===== src/rtl/core/sc2a_pkg.sv =====
// ----------------------------------------------------------------------------
// sc2a_pkg
// Shared types, constants and keymap tables for the scancode-to-ASCII FIFO.
// ----------------------------------------------------------------------------
package sc2a_pkg;

    localparam int DEPTH = 64;
    localparam int PTR_W = (DEPTH > 1) ? $clog2(DEPTH) : 1;

    localparam int CODE_W = 8;
    localparam int CHAR_W = 7;
    localparam int MAPPED_CODES = 58;
    localparam int MAP_IDX_W = $clog2(MAPPED_CODES);

    localparam logic CMD_SCAN = 1'b0;
    localparam logic CMD_READ = 1'b1;

    localparam logic [CODE_W-1:0] SC_LSHIFT_MAKE  = 8'h2A;
    localparam logic [CODE_W-1:0] SC_RSHIFT_MAKE  = 8'h36;
    localparam logic [CODE_W-1:0] SC_LSHIFT_BREAK = 8'hAA;
    localparam logic [CODE_W-1:0] SC_RSHIFT_BREAK = 8'hB6;
    localparam int BREAK_BIT = 7;

    typedef enum logic [0:0] {
        S_IDLE,
        S_READ
    } t_state;

    typedef struct packed {
        logic scan_take;
        logic read_empty;
        logic read_pop;
    } t_dp_cmd;

    typedef struct packed {
        logic fifo_empty;
        logic out_free;
    } t_dp_status;

    localparam logic [CHAR_W-1:0] PLAIN_MAP [MAPPED_CODES] = '{
        7'h00, 7'h1B, 7'h31, 7'h32, 7'h33, 7'h34, 7'h35, 7'h36, 7'h37, 7'h38,
        7'h39, 7'h30, 7'h2D, 7'h3D, 7'h08,
        7'h09, 7'h71, 7'h77, 7'h65, 7'h72, 7'h74, 7'h79, 7'h75, 7'h69, 7'h6F,
        7'h70, 7'h5B, 7'h5D, 7'h0A, 7'h00,
        7'h61, 7'h73, 7'h64, 7'h66, 7'h67, 7'h68, 7'h6A, 7'h6B, 7'h6C, 7'h3B,
        7'h27, 7'h60, 7'h00, 7'h5C,
        7'h7A, 7'h78, 7'h63, 7'h76, 7'h62, 7'h6E, 7'h6D, 7'h2C, 7'h2E, 7'h2F,
        7'h00, 7'h2A, 7'h00, 7'h20
    };

    localparam logic [CHAR_W-1:0] UPPER_MAP [MAPPED_CODES] = '{
        7'h00, 7'h1B, 7'h21, 7'h40, 7'h23, 7'h24, 7'h25, 7'h5E, 7'h26, 7'h2A,
        7'h28, 7'h29, 7'h5F, 7'h2B, 7'h08,
        7'h09, 7'h51, 7'h57, 7'h45, 7'h52, 7'h54, 7'h59, 7'h55, 7'h49, 7'h4F,
        7'h50, 7'h7B, 7'h7D, 7'h0A, 7'h00,
        7'h41, 7'h53, 7'h44, 7'h46, 7'h47, 7'h48, 7'h4A, 7'h4B, 7'h4C, 7'h3A,
        7'h22, 7'h7E, 7'h00, 7'h7C,
        7'h5A, 7'h58, 7'h43, 7'h56, 7'h42, 7'h4E, 7'h4D, 7'h3C, 7'h3E, 7'h3F,
        7'h00, 7'h2A, 7'h00, 7'h20
    };

    function automatic logic [CHAR_W-1:0] key_lookup(
        input logic [CODE_W-1:0] code,
        input logic              shift
    );
        logic [CHAR_W-1:0]    ch;
        logic [MAP_IDX_W-1:0] idx;
        idx = code[MAP_IDX_W-1:0];
        ch  = '0;
        if (code < CODE_W'(MAPPED_CODES)) begin
            ch = shift ? UPPER_MAP[idx] : PLAIN_MAP[idx];
        end
        return ch;
    endfunction

endpackage


===== src/rtl/core/sc2a_ctrl.sv =====
// ----------------------------------------------------------------------------
// sc2a_ctrl
// Controller: input handshake and sequencing of FIFO reads into the output.
// ----------------------------------------------------------------------------
module sc2a_ctrl
    import sc2a_pkg::*;
(
    input  logic       i_clk,
    input  logic       i_rst_n,
    input  logic       i_in_valid,
    input  logic       i_cmd,
    output logic       o_in_ready,
    input  t_dp_status i_status,
    output t_dp_cmd    o_dp_cmd
);

    t_state r_state;
    t_state n_state;
    logic   in_accept;

    assign o_in_ready = (r_state == S_IDLE) && ((i_cmd == CMD_SCAN) || i_status.out_free);
    assign in_accept  = i_in_valid && o_in_ready;

    always_ff @(posedge i_clk) begin
        if (!i_rst_n) begin
            r_state <= S_IDLE;
        end else begin
            r_state <= n_state;
        end
    end

    always_comb begin
        n_state = r_state;
        case (r_state)
            S_IDLE: begin
                if (in_accept && (i_cmd == CMD_READ) && !i_status.fifo_empty) begin
                    n_state = S_READ;
                end
            end
            S_READ: begin
                if (i_status.out_free) begin
                    n_state = S_IDLE;
                end
            end
            default: n_state = S_IDLE;
        endcase
    end

    always_comb begin
        o_dp_cmd = '0;
        case (r_state)
            S_IDLE: begin
                o_dp_cmd.scan_take  = in_accept && (i_cmd == CMD_SCAN);
                o_dp_cmd.read_empty = in_accept && (i_cmd == CMD_READ) && i_status.fifo_empty;
            end
            S_READ: begin
                o_dp_cmd.read_pop = i_status.out_free;
            end
            default: o_dp_cmd = '0;
        endcase
    end

endmodule


===== src/rtl/core/sc2a_dp.sv =====
// ----------------------------------------------------------------------------
// sc2a_dp
// Datapath: shift flag, keymap lookup, character store, pointers, output.
// ----------------------------------------------------------------------------
module sc2a_dp
    import sc2a_pkg::*;
(
    input  logic              i_clk,
    input  logic              i_rst_n,
    input  t_dp_cmd           i_dp_cmd,
    output t_dp_status        o_status,
    input  logic [CODE_W-1:0] i_scancode,
    output logic              o_out_valid,
    input  logic              i_out_ready,
    output logic              o_char_valid,
    output logic [CHAR_W-1:0] o_character
);

    logic [CHAR_W-1:0] r_store [DEPTH];
    logic [CHAR_W-1:0] r_rd_data;
    logic [PTR_W-1:0]  r_rd_ptr;
    logic [PTR_W-1:0]  r_wr_ptr;
    logic              r_shift;
    logic              r_out_valid;
    logic              r_char_valid;
    logic [CHAR_W-1:0] r_character;

    logic [PTR_W-1:0]  wr_ptr_next;
    logic [PTR_W-1:0]  rd_ptr_next;
    logic [CHAR_W-1:0] map_char;
    logic              is_shift_make;
    logic              is_shift_break;
    logic              push;

    assign wr_ptr_next = (r_wr_ptr == PTR_W'(DEPTH-1)) ? '0 : r_wr_ptr + 1'b1;
    assign rd_ptr_next = (r_rd_ptr == PTR_W'(DEPTH-1)) ? '0 : r_rd_ptr + 1'b1;
    assign map_char    = key_lookup(i_scancode, r_shift);

    assign is_shift_make  = (i_scancode == SC_LSHIFT_MAKE) || (i_scancode == SC_RSHIFT_MAKE);
    assign is_shift_break = (i_scancode == SC_LSHIFT_BREAK) || (i_scancode == SC_RSHIFT_BREAK);

    assign push = i_dp_cmd.scan_take && !is_shift_make && !i_scancode[BREAK_BIT]
                  && (map_char != '0) && (wr_ptr_next != r_rd_ptr);

    assign o_status.fifo_empty = (r_rd_ptr == r_wr_ptr);
    assign o_status.out_free   = !r_out_valid || i_out_ready;

    always_ff @(posedge i_clk) begin
        if (push) begin
            r_store[r_wr_ptr] <= map_char;
        end
        r_rd_data <= r_store[r_rd_ptr];
    end

    always_ff @(posedge i_clk) begin
        if (!i_rst_n) begin
            r_shift  <= 1'b0;
            r_rd_ptr <= '0;
            r_wr_ptr <= '0;
        end else begin
            if (i_dp_cmd.scan_take && is_shift_make) begin
                r_shift <= 1'b1;
            end else if (i_dp_cmd.scan_take && is_shift_break) begin
                r_shift <= 1'b0;
            end
            if (push) begin
                r_wr_ptr <= wr_ptr_next;
            end
            if (i_dp_cmd.read_pop) begin
                r_rd_ptr <= rd_ptr_next;
            end
        end
    end

    always_ff @(posedge i_clk) begin
        if (!i_rst_n) begin
            r_out_valid <= 1'b0;
        end else if (i_dp_cmd.read_pop || i_dp_cmd.read_empty) begin
            r_out_valid <= 1'b1;
        end else if (i_out_ready) begin
            r_out_valid <= 1'b0;
        end
    end

    always_ff @(posedge i_clk) begin
        if (i_dp_cmd.read_pop) begin
            r_char_valid <= 1'b1;
            r_character  <= r_rd_data;
        end else if (i_dp_cmd.read_empty) begin
            r_char_valid <= 1'b0;
            r_character  <= '0;
        end
    end

    assign o_out_valid  = r_out_valid;
    assign o_char_valid = r_char_valid;
    assign o_character  = r_character;

endmodule


===== src/rtl/core/scancode_to_ascii_fifo.sv =====
// ----------------------------------------------------------------------------
// scancode_to_ascii_fifo
// PS/2 set-1 scancode to ASCII converter with a character FIFO.
// ----------------------------------------------------------------------------
// Each input item is a scancode (cmd 0) or a read request (cmd 1). Shift make
// and break codes track the shift state; other make codes from 0 to 57 map
// through the plain or shifted keymap, and nonzero characters enter a ring
// FIFO that holds DEPTH-1 characters and drops new ones when full. A scancode
// gives no result. A read on an empty FIFO gives a registered result with
// char_valid 0; a read on a non-empty FIFO goes through S_READ, which pops
// the character from the store's registered read port into the output
// register once it is free. The output register holds a result until it is
// taken, while scancodes keep flowing in. No clearing pass follows reset.
module scancode_to_ascii_fifo
    import sc2a_pkg::*;
(
    input  logic              i_clk,
    input  logic              i_rst_n,
    input  logic              i_in_valid,
    output logic              o_in_ready,
    input  logic              i_cmd,
    input  logic [CODE_W-1:0] i_scancode,
    output logic              o_out_valid,
    input  logic              i_out_ready,
    output logic              o_char_valid,
    output logic [CHAR_W-1:0] o_character
);

    t_dp_cmd    dp_cmd;
    t_dp_status dp_status;

    sc2a_ctrl u_ctrl (
        .i_clk      (i_clk),
        .i_rst_n    (i_rst_n),
        .i_in_valid (i_in_valid),
        .i_cmd      (i_cmd),
        .o_in_ready (o_in_ready),
        .i_status   (dp_status),
        .o_dp_cmd   (dp_cmd)
    );

    sc2a_dp u_dp (
        .i_clk        (i_clk),
        .i_rst_n      (i_rst_n),
        .i_dp_cmd     (dp_cmd),
        .o_status     (dp_status),
        .i_scancode   (i_scancode),
        .o_out_valid  (o_out_valid),
        .i_out_ready  (i_out_ready),
        .o_char_valid (o_char_valid),
        .o_character  (o_character)
    );

endmodule

===== config.mk =====
export PLATFORM = sky130hd
export DESIGN_NAME = scancode_to_ascii_fifo
export DESIGN_NICKNAME = d
export VERILOG_FILES = /design/src/rtl/core/sc2a_pkg.sv /design/src/rtl/core/sc2a_ctrl.sv /design/src/rtl/core/sc2a_dp.sv /design/src/rtl/core/scancode_to_ascii_fifo.sv
export SDC_FILE = /design/constraint.sdc
export NUM_CORES = 1
export LEC_CHECK = 0
export ABC_AREA = 1
export BUFFER_PORTS_ARGS = -buffer_cell sky130_fd_sc_hd__buf_2
export CORE_MARGIN = 2
export CORE_UTILIZATION = 25
export DETAILED_ROUTE_END_ITERATION = 10
export PLACE_DENSITY_LB_ADDON = 0.25
export SLEW_MARGIN = 15
export SYNTH_ARGS = -nofsm -noshare
export SYNTH_HDL_FRONTEND = slang
export SYNTH_SLANG_ARGS = --single-unit

===== constraint.sdc =====
create_clock -name i_clk -period 4.5 [get_ports i_clk]
set_input_delay 0.675 -clock i_clk [delete_from_list [all_inputs] [get_ports i_clk]]
set_output_delay 0.675 -clock i_clk [all_outputs]
set_load 0.02 [all_outputs]

==> reports/results.txt, run 1 <==
Yosys mapped the design onto 34 distinct sky130hd cell types. During synthesis, Yosys emitted a total of 0 warnings. Data arrives at the worst endpoint at 3.69 ns. The logs give 20300 um^2 for the netlist area before placement and 0.00794 uW for the static leakage.

After synthesis, the cell types taking the most area are edfxtp_1, nor2_1, o21ai_0. Counting tap cells, the placed design contains a total of 2803 instances. Number of input and output port buffers inserted: 22.

Setup repair after global routing left no endpoint under its margin. Subtracting the final worst setup slack from the clock period gives 3.46 ns. The post-synthesis compound-gate area fraction works out to 0.115. The least setup slack across all paths after layout was 1.04 ns.

For the sequential area share after synthesis, the log shows 0.697. The floorplan step defined a die boundary enclosing 83400 um^2. The tightest slew margin relative to the limit was 0.194; the number of placement rows was 104.

The peak fanout along the critical path was 14. In the routed design, unresolved DRC markers number 0. Final antenna-violating net count: 0.

The tools report the type of element capturing the critical path as a flop. The critical path is of the flop to flop type. Prior to clock tree synthesis, the placed netlist has a worst setup slack of 0.481 ns. The hold violation total from the final report was 0. The final worst-path cycle share works out to 0.769.

For the total number of clock tree sinks, the log shows 478. The total power divided by cell area was 441 nW/um^2; the final HPWL from detailed placement was 37100 um. By area, the combinational part of the netlist is dominated by simple AND/OR/NAND/NOR gates.

Leading area contributor after synthesis: edfxtp_1. For this run, the post-layout net count is 1824. The worst-case IR drop observed on VDD is 0.000269 V. Routability-driven placement finished with a final weighted congestion of 0.881.

The classification of the worst-slack hold path was primary input to flop. For the final setup skew, the log shows 0.0205 ns. The top-level I/O count is 23, and the count of flip-flops with a built-in enable after synthesis is 455. The tools report the number of global-route vias before repair as 14000.

From left edge to right edge, the die measures 289 um. TritonCTS built the clock tree. The logs give 90300 um for the global-route wire length before repair and 0 for the antenna diode count.

The ratio of cells with drive above 1 in the final layout was 0.102. The required arrival time at the worst endpoint was 4.73 ns. The share of Yosys cell area claimed by the top area cell type was 0.674; the number of instances resized during post-cts repair was 0. The synthesized-area fraction occupied by adder cells was 0.00864; the via count normalized by instance count was 4.85. After routing, the total negative slack on setup checks comes to 0 ns. The H-tree was split into 2 levels. The pre-antenna-repair detailed-routing pass consisted of 5 iterations. Fraction of synthesized area in multiplexers: 0.

After clock tree synthesis, the setup repair step added 0 buffers. Summing all flip-flop and latch instances after layout gives 14100 um^2. After synthesis, the most frequently instantiated cells are edfxtp_1, nor2_1, o21ai_0, nand2_1, nand3_1. The tools report the number of antenna violations at the first check in global routing as 0. The synthesized area divided by synthesized cell count came out at 11.4 um^2. The share of flip-flops with an asynchronous set or reset after synthesis was 0; the die extent in y was 289 um. The logs give 5470 um^2 for the area of combinational cells with multiple inputs and 184 for the pin count of the biggest net entering global routing. The run gives 0.144 as the all-layer global routing usage. The prevailing post-synth register cell is edfxtp_1. The first routing iteration left 1350 violations. The tool flagged a number of max-cap violations equal to 0. No sink is reached through more buffers than the 3 on the longest clock path.

After technology mapping, the gate count stands at 1773. The total count of max-transition violations in the final report is 0. For this block, the routed nets add up to 60400 um of wire. The detailed-route wire length per cell was 20.8 um; the maximum clock frequency was 0.289 GHz. The run finished with clean final reports.

For the pin with the worst max-slew slack, the measured transition is 1.21 ns. The number of clock buffers added by TritonCTS is 52. For the source-to-sink clock delay at the later pin of the worst-skew pair, the log shows 0.61 ns.

The simple-gate portion of the synthesized area was 0.142. The most repeated cell in the gate-level netlist after synthesis is edfxtp_1. The tools report the total vias in the final route as 14100. STA classifies the critical path startpoint as a flop.

The layout has 8240 filler cells. The effective utilization at floorplan was 0.252; the post-synthesis to final-layout area growth was 16.5%. Clock-pin slew was measured on the worst setup and hold paths at 0.06 ns. The tools report the core outline area as 80400 um^2. Setup violations remaining at the end of the flow were counted as 0.

The completed layout was analyzed and its total power is 10400 uW. The total congestion overflow after global routing is 0. The clock root buffer was clkbuf_16. The post-synthesis sequential element count came out at 478. In this run, post-CTS hold repair placed 0 buffers. The xor and xnor fraction of the mapped netlist area came out at 0.00346.

Once layout is complete, the cells apart from fillers number 2900. Counting every net in the synthesized netlist gives 1800.
-- flip-flops by register name (all words and copies together), names as in the netlist --
register / count
u_dp.r_shift: 1
u_dp.r_rd_data: 7
u_ctrl.r_state: 1
u_dp.o_char_valid: 1
u_dp.o_out_valid: 1
u_dp.o_character: 7
u_dp.r_store: 448
u_dp.r_rd_ptr: 6
u_dp.r_wr_ptr: 6
-- final cells by class --
type                       count  share of cell area
tap                         1060              0.0562
multi-input combinational   1120               0.232
clock inverter                36              0.0180
sequential                   478               0.599
timing repair buffer          80              0.0252
inverter                      65              0.0109
clock buffer                  61              0.0596
-- placed cells by master (no fill, tap or decap), types with 6 or more instances in the layout --
| cell type | synthesis | final |
|---|---|---|
| nor2_1 | 349 | 347 |
| clkbuf_16 | 0 | 54 |
| ha_1 | 14 | 14 |
| edfxtp_1 | 455 | 455 |
| clkinv_2 | 0 | 15 |
| o21ai_0 | 238 | 238 |
| xor2_1 | 6 | 6 |
| nand4_1 | 18 | 18 |
| nand2_1 | 208 | 208 |
| o221ai_1 | 44 | 44 |
| buf_4 | 2 | 54 |
| nand3_1 | 105 | 105 |
| a21oi_1 | 33 | 33 |
| inv_2 | 4 | 6 |
| bufinv_16 | 0 | 9 |
| clkinv_1 | 3 | 12 |
| buf_2 | 18 | 22 |
| o211ai_1 | 14 | 14 |
| o22ai_1 | 68 | 68 |
| dfxtp_1 | 23 | 20 |
| inv_1 | 58 | 50 |
-- report_power, final --
group / internal (uW) / switching, uW / leakage [uW]
clock: 2750 / 1800 / 0.000897
combinational: 236 / 684 / 0.00271
sequential: 4900 / 43.6 / 0.00433
total: 7890 / 2530 / 0.00794
-- critical path, cell delays in order, from the launching register on --
cell and delay, ns:
dfxtp_1 0.54, nand2_1 0.10, inv_1 0.10, nand2_1 0.29, a21oi_1 0.25, nor2_1 0.08, nand2_1 0.06, nand2_1 0.11
a31oi_4 0.48, nand2_1 0.20, inv_2 0.13, nand2_2 0.22, nor2_1 0.53
-- path summary, 6_finish.rpt --
kind                                  start                              to  slack (ns)  depth (start not counted)
min                                 i_rst_n   u_dp.r_rd_ptr[2]$_SDFFE_PN0P_        0.42                          3
max reg2reg   u_dp.r_wr_ptr[4]$_SDFFE_PN0P_   u_dp.r_store[47][4]$_DFFE_PP_        1.04                         12
max           u_dp.r_wr_ptr[4]$_SDFFE_PN0P_   u_dp.r_store[47][4]$_DFFE_PP_        1.04                         12
min reg2reg  u_dp.o_char_valid$_SDFFE_PP1P_  u_dp.o_char_valid$_SDFFE_PP1P_        0.45                          2
-- kinds of logic (layout without fill, tap and decap cells) --
kind of cell	count (synthesis)	after routing
AOI/OAI and AO/OA	403	403
xor gates and xnor gates	8	8
adders and majority gates	14	14
buffers and inverters	175	242
DFF	478	478
and+or+nand+nor	695	695
-- through the flow --
| stage | hold WS, ns | instance area (um^2) | utilization |
|---|---|---|---|
| 6_report | 0.416 | 23600 | 0.294 |
| 5_1_grt | 0.427 | 23600 | 0.294 |
| 4_1_cts | 0.383 | 23600 | 0.294 |
| 3_5_place_dp | 0.441 | 21800 | 0.271 |
| 3_3_place_gp | 0.436 | 21800 | 0.271 |
| 2_1_floorplan | 0.461 | 20300 | - |
-- routing by layer --
| metal | global-route usage | wire (um) | vias up |
|---|---|---|---|
| met5 | 0 | 0 | - |
| li1 | - | - | 6486 |
| met2 | 0.238 | 28700 | 528 |
| met1 | 0.195 | 26300 | 6943 |
| met4 | 0.0434 | 1660 | 0 |
| met3 | 0.0209 | 3760 | 110 |
(Power assumes the default switching activity.)
==> run 2, diff against run 1 <==
==> constraint.sdc (replaced) <==
create_clock -name i_clk -period 3.1 [get_ports i_clk]
set_input_delay 0.465 -clock i_clk [delete_from_list [all_inputs] [get_ports i_clk]]
set_output_delay 0.465 -clock i_clk [all_outputs]
set_load 0.02 [all_outputs]
==> run 2 against run 1 <==
  * Cell count rose by 1.4%
  * Clock power rose by 28%
  * Largest cell class unchanged
  * First-iteration DRC count rose by 6.7%
  * Critical endpoint is now u_dp.r_store[18][4]$_DFFE_PP_
  * Power rose by 38%
  * Maximum frequency rose by 18%
  * Critical path depth fell by 1
==> reports/results.txt, run 2 (synthesis results as in run 1) <==
The run finished with clean final reports. The run gives 3 (unchanged) as the maximum buffer depth of the clock tree. The tools report the required arrival time at the worst endpoint as 3.33 ns (was 4.73 ns). The total number of clock tree sinks was 478 (unchanged). The logs give 0.143 (was 0.144) for the all-layer global routing usage and 90400 um (was 90300 um) for the global-route wire length before repair. The critical path class was flop to flop (unchanged). The commonest non-fill, non-tap cell in the layout is edfxtp_1 (unchanged). Classification of the worst-slack hold path: primary input to flop (unchanged).

The total power divided by cell area was 594 nW/um^2 (was 441 nW/um^2). The post-synthesis to final-layout area growth is 19.4% (was 16.5%), and the number of placement rows is 104 (unchanged). The via count normalized by instance count is 4.85 (about the same). The switching power as a share of total power is 0.247 (was 0.243).

The logs give 2848 (was 2803) for the post-placement cell count and 37500 um (was 37100 um) for the final HPWL from detailed placement. The tools report the peak supply drop as 0.000421 V (was 0.000269 V). The detailed-route wire length per cell works out to 20.4 um (was 20.8 um).

The run gives 0.099 (was 0.088) as the share of total power in combinational logic. Chain of cells forming the critical path: ha_1 > nand2_1 > nor2_1 > inv_1 > or2_0 > nand3_1 > nor2_1 > a31oi_4 > nand4_1 > buf_4 > nor2_1 (was nand2_1 > inv_1 > nand2_1 > a21oi_1 > nor2_1 > nand2_1 > nand2_1 > a31oi_4 > nand2_1 > inv_2 > nand2_2 > nor2_1). The number of setup violations in the final report is 0 (unchanged). The hold-fix buffer count after cts is 0 (unchanged). The slew at the pin closest to its max-slew limit was 0.928 ns (was 1.21 ns).

For the worst-case setup slack after placement, the log shows -0.426 ns (was 0.481 ns). The final setup skew is 0.0177 ns (was 0.0205 ns), and the final net count is 1867 (was 1824). The number of iterations in the first detailed-routing pass is 7 (was 5).

The hold violation total from the final report is 0 (unchanged), and the number of input and output port buffers inserted is 22 (unchanged). The highest-delay cell along the critical path was nor2_1 (was dfxtp_1). The number of flip-flops under the largest register name came out at 448 (unchanged). The kind of start point of the critical path was a flop (unchanged). The critical path arrival is 3.17 ns (was 3.69 ns), and the maximum level of the CTS H-tree is 2 (unchanged). The power share of the sequential group came out at 0.497 (was 0.475).

The tools report the total wire length after detailed routing as 59900 um (was 60400 um). The critical path buffer and inverter count is 2 (unchanged), and the source-to-sink clock delay at the later pin of the worst-skew pair is 0.60 ns (was 0.61 ns). The logs give 0 (unchanged) for the max-capacitance violation count and 116 (was 184) for the pin count of the biggest net entering global routing. The tools report the clock root buffer as clkbuf_16 (unchanged). The type of element capturing the critical path is a flop (unchanged). The logs give 1 (was 0) for the number of antenna violations at the first check in global routing and 2941 (was 2900) for the post-route non-filler standard cell count. Area of the die: 83400 um^2 (unchanged). The top-level I/O count was 23 (unchanged). The total congestion overflow after global routing came out at 0 (unchanged). Die extent in y: 289 um (unchanged). For the core outline area, the log shows 80400 um^2 (unchanged). For the total negative slack, the log shows 0 ns (unchanged).

TritonCTS built the clock tree. The final antenna-violating net count was 0 (unchanged). Setup repair after global routing left no endpoint under its margin. For the total power draw, the log shows 14400 uW (was 10400 uW). The effective utilization at floorplan was 0.252 (unchanged).

The tools report the design internal power as 10800 uW (was 7890 uW). The run gives 0 (unchanged) as the number of instances resized during post-cts repair. The clock-pin slew of the registers on the worst-case setup and hold paths was 0.06 ns (about the same); the setup fix buffers added after clock tree synthesis was 0 (unchanged). The logs give 1440 (was 1350) for the violation count after the first detailed-route iteration and 0.340 GHz (was 0.289 GHz) for the maximum clock frequency. The peak fanout along the critical path works out to 7 (was 14).

The ratio of cells with drive above 1 in the final layout was 0.145 (was 0.102); the worst hold slack was 0.206 ns (was 0.416 ns). The logs give 0 (unchanged) for the post-detailed-route DRC marker count and 50 (was 52) for the TritonCTS buffer count. The delay of the slowest cell on the worst path was 0.47 ns (was 0.54 ns); the tightest slew margin relative to the limit was 0.381 (was 0.194). The total vias in the final route is 14300 (was 14100), and the switching power is 3550 uW (was 2530 uW). The count of filler cells inserted in the layout was 8157 (was 8240); the number of global-route vias before repair was 14300 (was 14000).

The most prevalent standard cell on the critical path was nor2_1 (was nand2_1). The run gives 0.00812 uW (was 0.00794 uW) as the static leakage. The post-route minimum period is 2.94 ns (was 3.46 ns).

The top cell family by delay on the critical path is simple AND/OR/NAND/NOR gates (unchanged). The horizontal extent of the die was 289 um (unchanged); the final worst-path cycle share was 0.949 (was 0.769). For the share of power burned in the clock network, the log shows 0.404 (was 0.437). The largest register by flop count was u_dp.r_store (unchanged). The routability congestion estimate from global placement is 0.887 (was 0.881). The tools report the total count of max-transition violations in the final report as 0 (unchanged).

Most frequent cells in the layout: edfxtp_1, nor2_1, o21ai_0 (unchanged). Least setup slack across all paths after layout: 0.158 ns (was 1.04 ns).
## run 2: cell count changes in the layout (fill, tap and decap cells not counted), sizes merged
cell	before	now
buf	80	125
bufinv	9	3
clkinv	29	23
clkbuf	61	66
inv	60	62
diode	0	1
## run 2: path summary, 6_finish.rpt
kind,slack (ns),cells after the start,to,from
min reg2reg,0.45,2,u_dp.o_char_valid$_SDFFE_PP1P_,u_dp.o_char_valid$_SDFFE_PP1P_
min,0.21,4,u_dp.r_shift$_SDFFE_PN0P_,i_scancode[6]
max reg2reg,0.16,11,u_dp.r_store[18][4]$_DFFE_PP_,u_dp.r_wr_ptr[1]$_SDFFE_PN0P_
max,0.16,11,u_dp.r_store[18][4]$_DFFE_PP_,u_dp.r_wr_ptr[1]$_SDFFE_PN0P_
## run 2: metrics by stage
stage | utilization | area (um^2)
global route | 0.301 | 24200
global placement | 0.281 | 22600
CTS | 0.301 | 24200
detailed placement | 0.281 | 22600
floorplan | - | 20500
finish | 0.301 | 24200
## run 2: worst min-delay path, stage by stage
cell,delay [ns]
buf_2,0.10
nor2_1,0.05
nand3_1,0.07
a21oi_1,0.06
## run 2: layout make-up
class | count | area, um^2 | share of cell area
Tap cell | 1060 | 1330 | 0.0548
Timing Repair Buffer | 125 | 1200 | 0.0494
Multi-Input combinational cell | 1120 | 5730 | 0.237
Inverter | 65 | 256 | 0.0106
Clock buffer | 66 | 1340 | 0.0555
Antenna cell | 1 | 2.50 | 0.000103
Sequential cell | 478 | 14100 | 0.584
Clock inverter | 26 | 218 | 0.00899
## run 2: power by group through the flow
stage | logic, uW | registers [uW] | clock network (uW)
2_1_floorplan | 832 | 7290 | 0
3_3_place_gp | 1440 | 7280 | 0
3_5_place_dp | 1430 | 7280 | 0
4_1_cts | 1440 | 7140 | 5940
5_1_grt | 1570 | 7150 | 6170
6_report | 1430 | 7140 | 5810
## run 2: layer usage
metal / vias up / share of wire / global-route usage
li1: 6561 / - / -
met5: - / 0 / 0
met3: 95 / 0.052 / 0.0162
met2: 424 / 0.47 / 0.237
met4: 0 / 0.024 / 0.0468
met1: 7177 / 0.45 / 0.195
==> run 3, diff against run 2 <==
==> constraint.sdc (replaced) <==
create_clock -name i_clk -period 3.1 [get_ports i_clk]
set_input_delay 0.465 -clock i_clk [delete_from_list [all_inputs] [get_ports i_clk]]
set_output_delay 0.465 -clock i_clk [all_outputs]
set_load 0.1 [all_outputs]
==> run 3 against run 2 <==
  * Non-clock buffer count down 8
  * Design area down 0.78%
  * Wire length down 2.0%
  * Sequential power about the same
  * Power down 0.47%
  * Sequential share of layout area up 0.46 points
  * Flip-flop and latch count unchanged
  * Largest cell class unchanged
  * Highest routed layer unchanged
==> reports/results.txt, run 3 (synthesis results as in run 1) <==
The run finished with clean final reports. For the number of global-route vias before repair, the log shows 14100 (was 14300). The max-capacitance violation count came out at 0 (unchanged).

The die extent in y works out to 289 um (unchanged). The tools report the core outline area as 80400 um^2 (unchanged). The horizontal extent of the die works out to 289 um (unchanged). The type of element capturing the critical path is a flop (unchanged). The peak fanout along the critical path is 10 (was 7). The tools report the antenna diode count as 0 (was 1). The tools report the startpoint of the most critical register-to-register path as u_dp.r_wr_ptr[0]$_SDFFE_PN0P_ (was u_dp.r_wr_ptr[1]$_SDFFE_PN0P_).

The number of flip-flops under the largest register name was 448 (unchanged); the ratio of cells with drive above 1 in the final layout was 0.133 (was 0.145). Largest register by flop count: u_dp.r_store (unchanged). The slew at the pin closest to its max-slew limit was 0.871 ns (was 0.928 ns); the critical path buffer and inverter count was 6 (was 2). The tools report the violation count after the first detailed-route iteration as 1141 (was 1440).

Final net count: 1859 (was 1867). The tightest slew margin relative to the limit is 0.417 (was 0.381). The number of input and output port buffers inserted works out to 22 (unchanged).

The count of cells along the worst register-to-register path works out to 15 (was 11). Kind of start point of the critical path: a flop (unchanged). Final antenna-violating net count: 0 (unchanged).

Setup repair after global routing left no endpoint under its margin. The routability congestion estimate from global placement was 0.860 (was 0.887); the number of setup violations in the final report was 0 (unchanged). The clock root buffer was clkbuf_16 (unchanged).

The clock-pin slew of the registers on the worst-case setup and hold paths is 0.06 ns (about the same), and the post-detailed-route DRC marker count is 0 (unchanged). Area of the die: 83400 um^2 (unchanged). The highest-delay cell along the critical path is dfxtp_1 (was nor2_1). The delay of the slowest cell on the worst path is 0.33 ns (was 0.47 ns). TritonCTS built the clock tree.

For the total power draw, the log shows 14300 uW (was 14400 uW). For the instance area at placement, the log shows 22500 um^2 (was 22600 um^2). The run gives 2 (unchanged) as the maximum level of the CTS H-tree.

The reg-to-reg endpoint was u_dp.r_store[63][6]$_DFFE_PP_ (was u_dp.r_store[18][4]$_DFFE_PP_). For the final instance area, the log shows 24000 um^2 (was 24200 um^2). The worst hold path stage count works out to 4 (unchanged). Classification of the worst-slack hold path: primary input to flop (unchanged). The total count of max-transition violations in the final report was 0 (unchanged).

Most frequent cells in the layout: edfxtp_1, nor2_1, o21ai_0 (unchanged). The top-level I/O count is 23 (unchanged), and the total wire length after detailed routing is 58700 um (was 59900 um). Startpoint of the most critical hold path: i_scancode[6] (unchanged). For the number of iterations in the first detailed-routing pass, the log shows 5 (was 7).

Static leakage: 0.00801 uW (was 0.00812 uW). The total vias in the final route is 13900 (was 14300), and the total number of clock tree sinks is 478 (unchanged). The maximum clock frequency came out at 0.340 GHz (about the same). The peak supply drop came out at 0.000369 V (was 0.000421 V). The logs give 2839 (was 2848) for the post-placement cell count and 0 (was 1) for the number of antenna violations at the first check in global routing. The most prevalent standard cell on the critical path was nand2_1 (was nor2_1). Top cell family by delay on the critical path: simple AND/OR/NAND/NOR gates (unchanged). The tools report the worst min-delay path endpoint as u_dp.r_shift$_SDFFE_PN0P_ (unchanged). The TritonCTS buffer count is 50 (unchanged). The run gives 0 (unchanged) as the hold violation total from the final report. The tools report the required arrival time at the worst endpoint as 3.35 ns (was 3.33 ns).

The final worst-path cycle share is 0.948 (was 0.949). The post-route minimum period is 2.94 ns (about the same). The effective utilization at floorplan came out at 0.252 (unchanged). The flop-to-flop setup slack was 0.16 ns (about the same); the global-route wire length before repair was 89300 um (was 90400 um). The total power divided by cell area works out to 596 nW/um^2 (was 594 nW/um^2). Chain of cells forming the critical path: buf_4 > inv_2 > nor2_4 > a31oi_1 > nor2_1 > inv_1 > nand2_1 > nand2_1 > a31oi_4 > buf_4 > nand2_1 > inv_2 > nand2_4 > buf_12 > nor2_4 (was ha_1 > nand2_1 > nor2_1 > inv_1 > or2_0 > nand3_1 > nor2_1 > a31oi_4 > nand4_1 > buf_4 > nor2_1). The tools report the source-to-sink clock delay at the later pin of the worst-skew pair as 0.60 ns (about the same). The critical path arrival is 3.19 ns (was 3.17 ns), and the maximum buffer depth of the clock tree is 3 (unchanged). The commonest non-fill, non-tap cell in the layout is edfxtp_1 (unchanged). The tools report the final setup skew as 0.0385 ns (was 0.0177 ns). The run gives 0.213 ns (was 0.206 ns) as the worst hold slack. Critical path class: flop to flop (unchanged). The total congestion overflow after global routing is 0 (unchanged), and the all-layer global routing usage is 0.141 (was 0.143). The detailed-route wire length per cell is 20.0 um (was 20.4 um), and the post-route non-filler standard cell count is 2929 (was 2941). The tools report the pin count of the biggest net entering global routing as 122 (was 116). The via count normalized by instance count was 4.75 (was 4.85); the number of placement rows was 104 (unchanged).

The run gives 36700 um (was 37500 um) as the final HPWL from detailed placement. Post-synthesis to final-layout area growth: 18.5% (was 19.4%).
==> run 3: cell types whose count changed in the layout (fill, tap and decap cells not counted), moves of 3 or more <==
cell,previous run,this run
clkinv_1,10,20
clkinv_2,13,4
nor2_1,299,305
clkbuf_1,14,11
nor2_2,24,17
buf_12,25,19
==> run 3: worst reg2reg max path: cells and delay by family (launching register included) <==
family	cells	cell delay, ns
buf+inv	6	0.94
simple gates	7	0.98
flops	1	0.33
compound gates	2	0.35
==> run 3: how the worst max path moves through the flow <==
stage                                   from                             to  slack [ns]  cells past startpoint
4_1_cts        u_dp.r_wr_ptr[2]$_SDFFE_PN0P_  u_dp.r_store[42][3]$_DFFE_PP_        0.14                     10
5_1_grt        u_dp.r_wr_ptr[1]$_SDFFE_PN0P_  u_dp.r_store[63][3]$_DFFE_PP_       0.004                     14
2_1_floorplan                  i_scancode[1]   u_dp.r_store[0][0]$_DFFE_PP_       -0.09                     15
6_report       u_dp.r_wr_ptr[0]$_SDFFE_PN0P_  u_dp.r_store[63][6]$_DFFE_PP_        0.16                     15
3_3_place_gp                   i_scancode[0]  u_dp.r_store[46][4]$_DFFE_PP_       -0.34                     18
3_5_place_dp                   i_scancode[0]  u_dp.r_store[46][5]$_DFFE_PP_       -0.38                     18
==> run 3: through the flow <==
step | util | worst slack [ns] | setup TNS, ns
after CTS | 0.298 | 0.144 | 0
after global routing | 0.299 | 0.00417 | 0
final | 0.299 | 0.161 | 0
after floorplan | - | -0.0890 | -24.16
after detailed placement | 0.280 | -0.377 | -96.40
after global placement | 0.280 | -0.337 | -87.28
==> run 3: timing repair <==
item,in CTS,in global routing
setup buffers,0,1
hold buffers,0,0
setup endpoints to repair,0,142
resized for setup,0,2
==> run 3: layout make-up <==
class | count | area [um^2]
well taps | 1060 | 1330
inverters | 65 | 256
repair buffers | 117 | 1060
multi-input cells | 1120 | 5730
fillers | 8224 | 56400
clock buffers | 62 | 1320
flip-flops and latches | 478 | 14100
clock inverters | 27 | 191
==> run 3: metal layers <==
| metal | share of wire | global-route usage | wire (um) | vias to the layer above |
|---|---|---|---|---|
| met5 | 0 | 0 | 0 | - |
| met4 | 0.028 | 0.0430 | 1660 | 0 |
| met3 | 0.047 | 0.0216 | 2760 | 93 |
| met2 | 0.46 | 0.227 | 27200 | 351 |
| met1 | 0.46 | 0.195 | 27000 | 6940 |
| li1 | - | - | - | 6541 |
==> run 3: where the power goes <==
group / switching (uW) / leakage [uW] / internal [uW]
clock: 2480 / 0.000726 / 3160
sequential: 47.3 / 0.00433 / 7110
combinational: 1120 / 0.00295 / 397
total: 3640 / 0.00801 / 10700
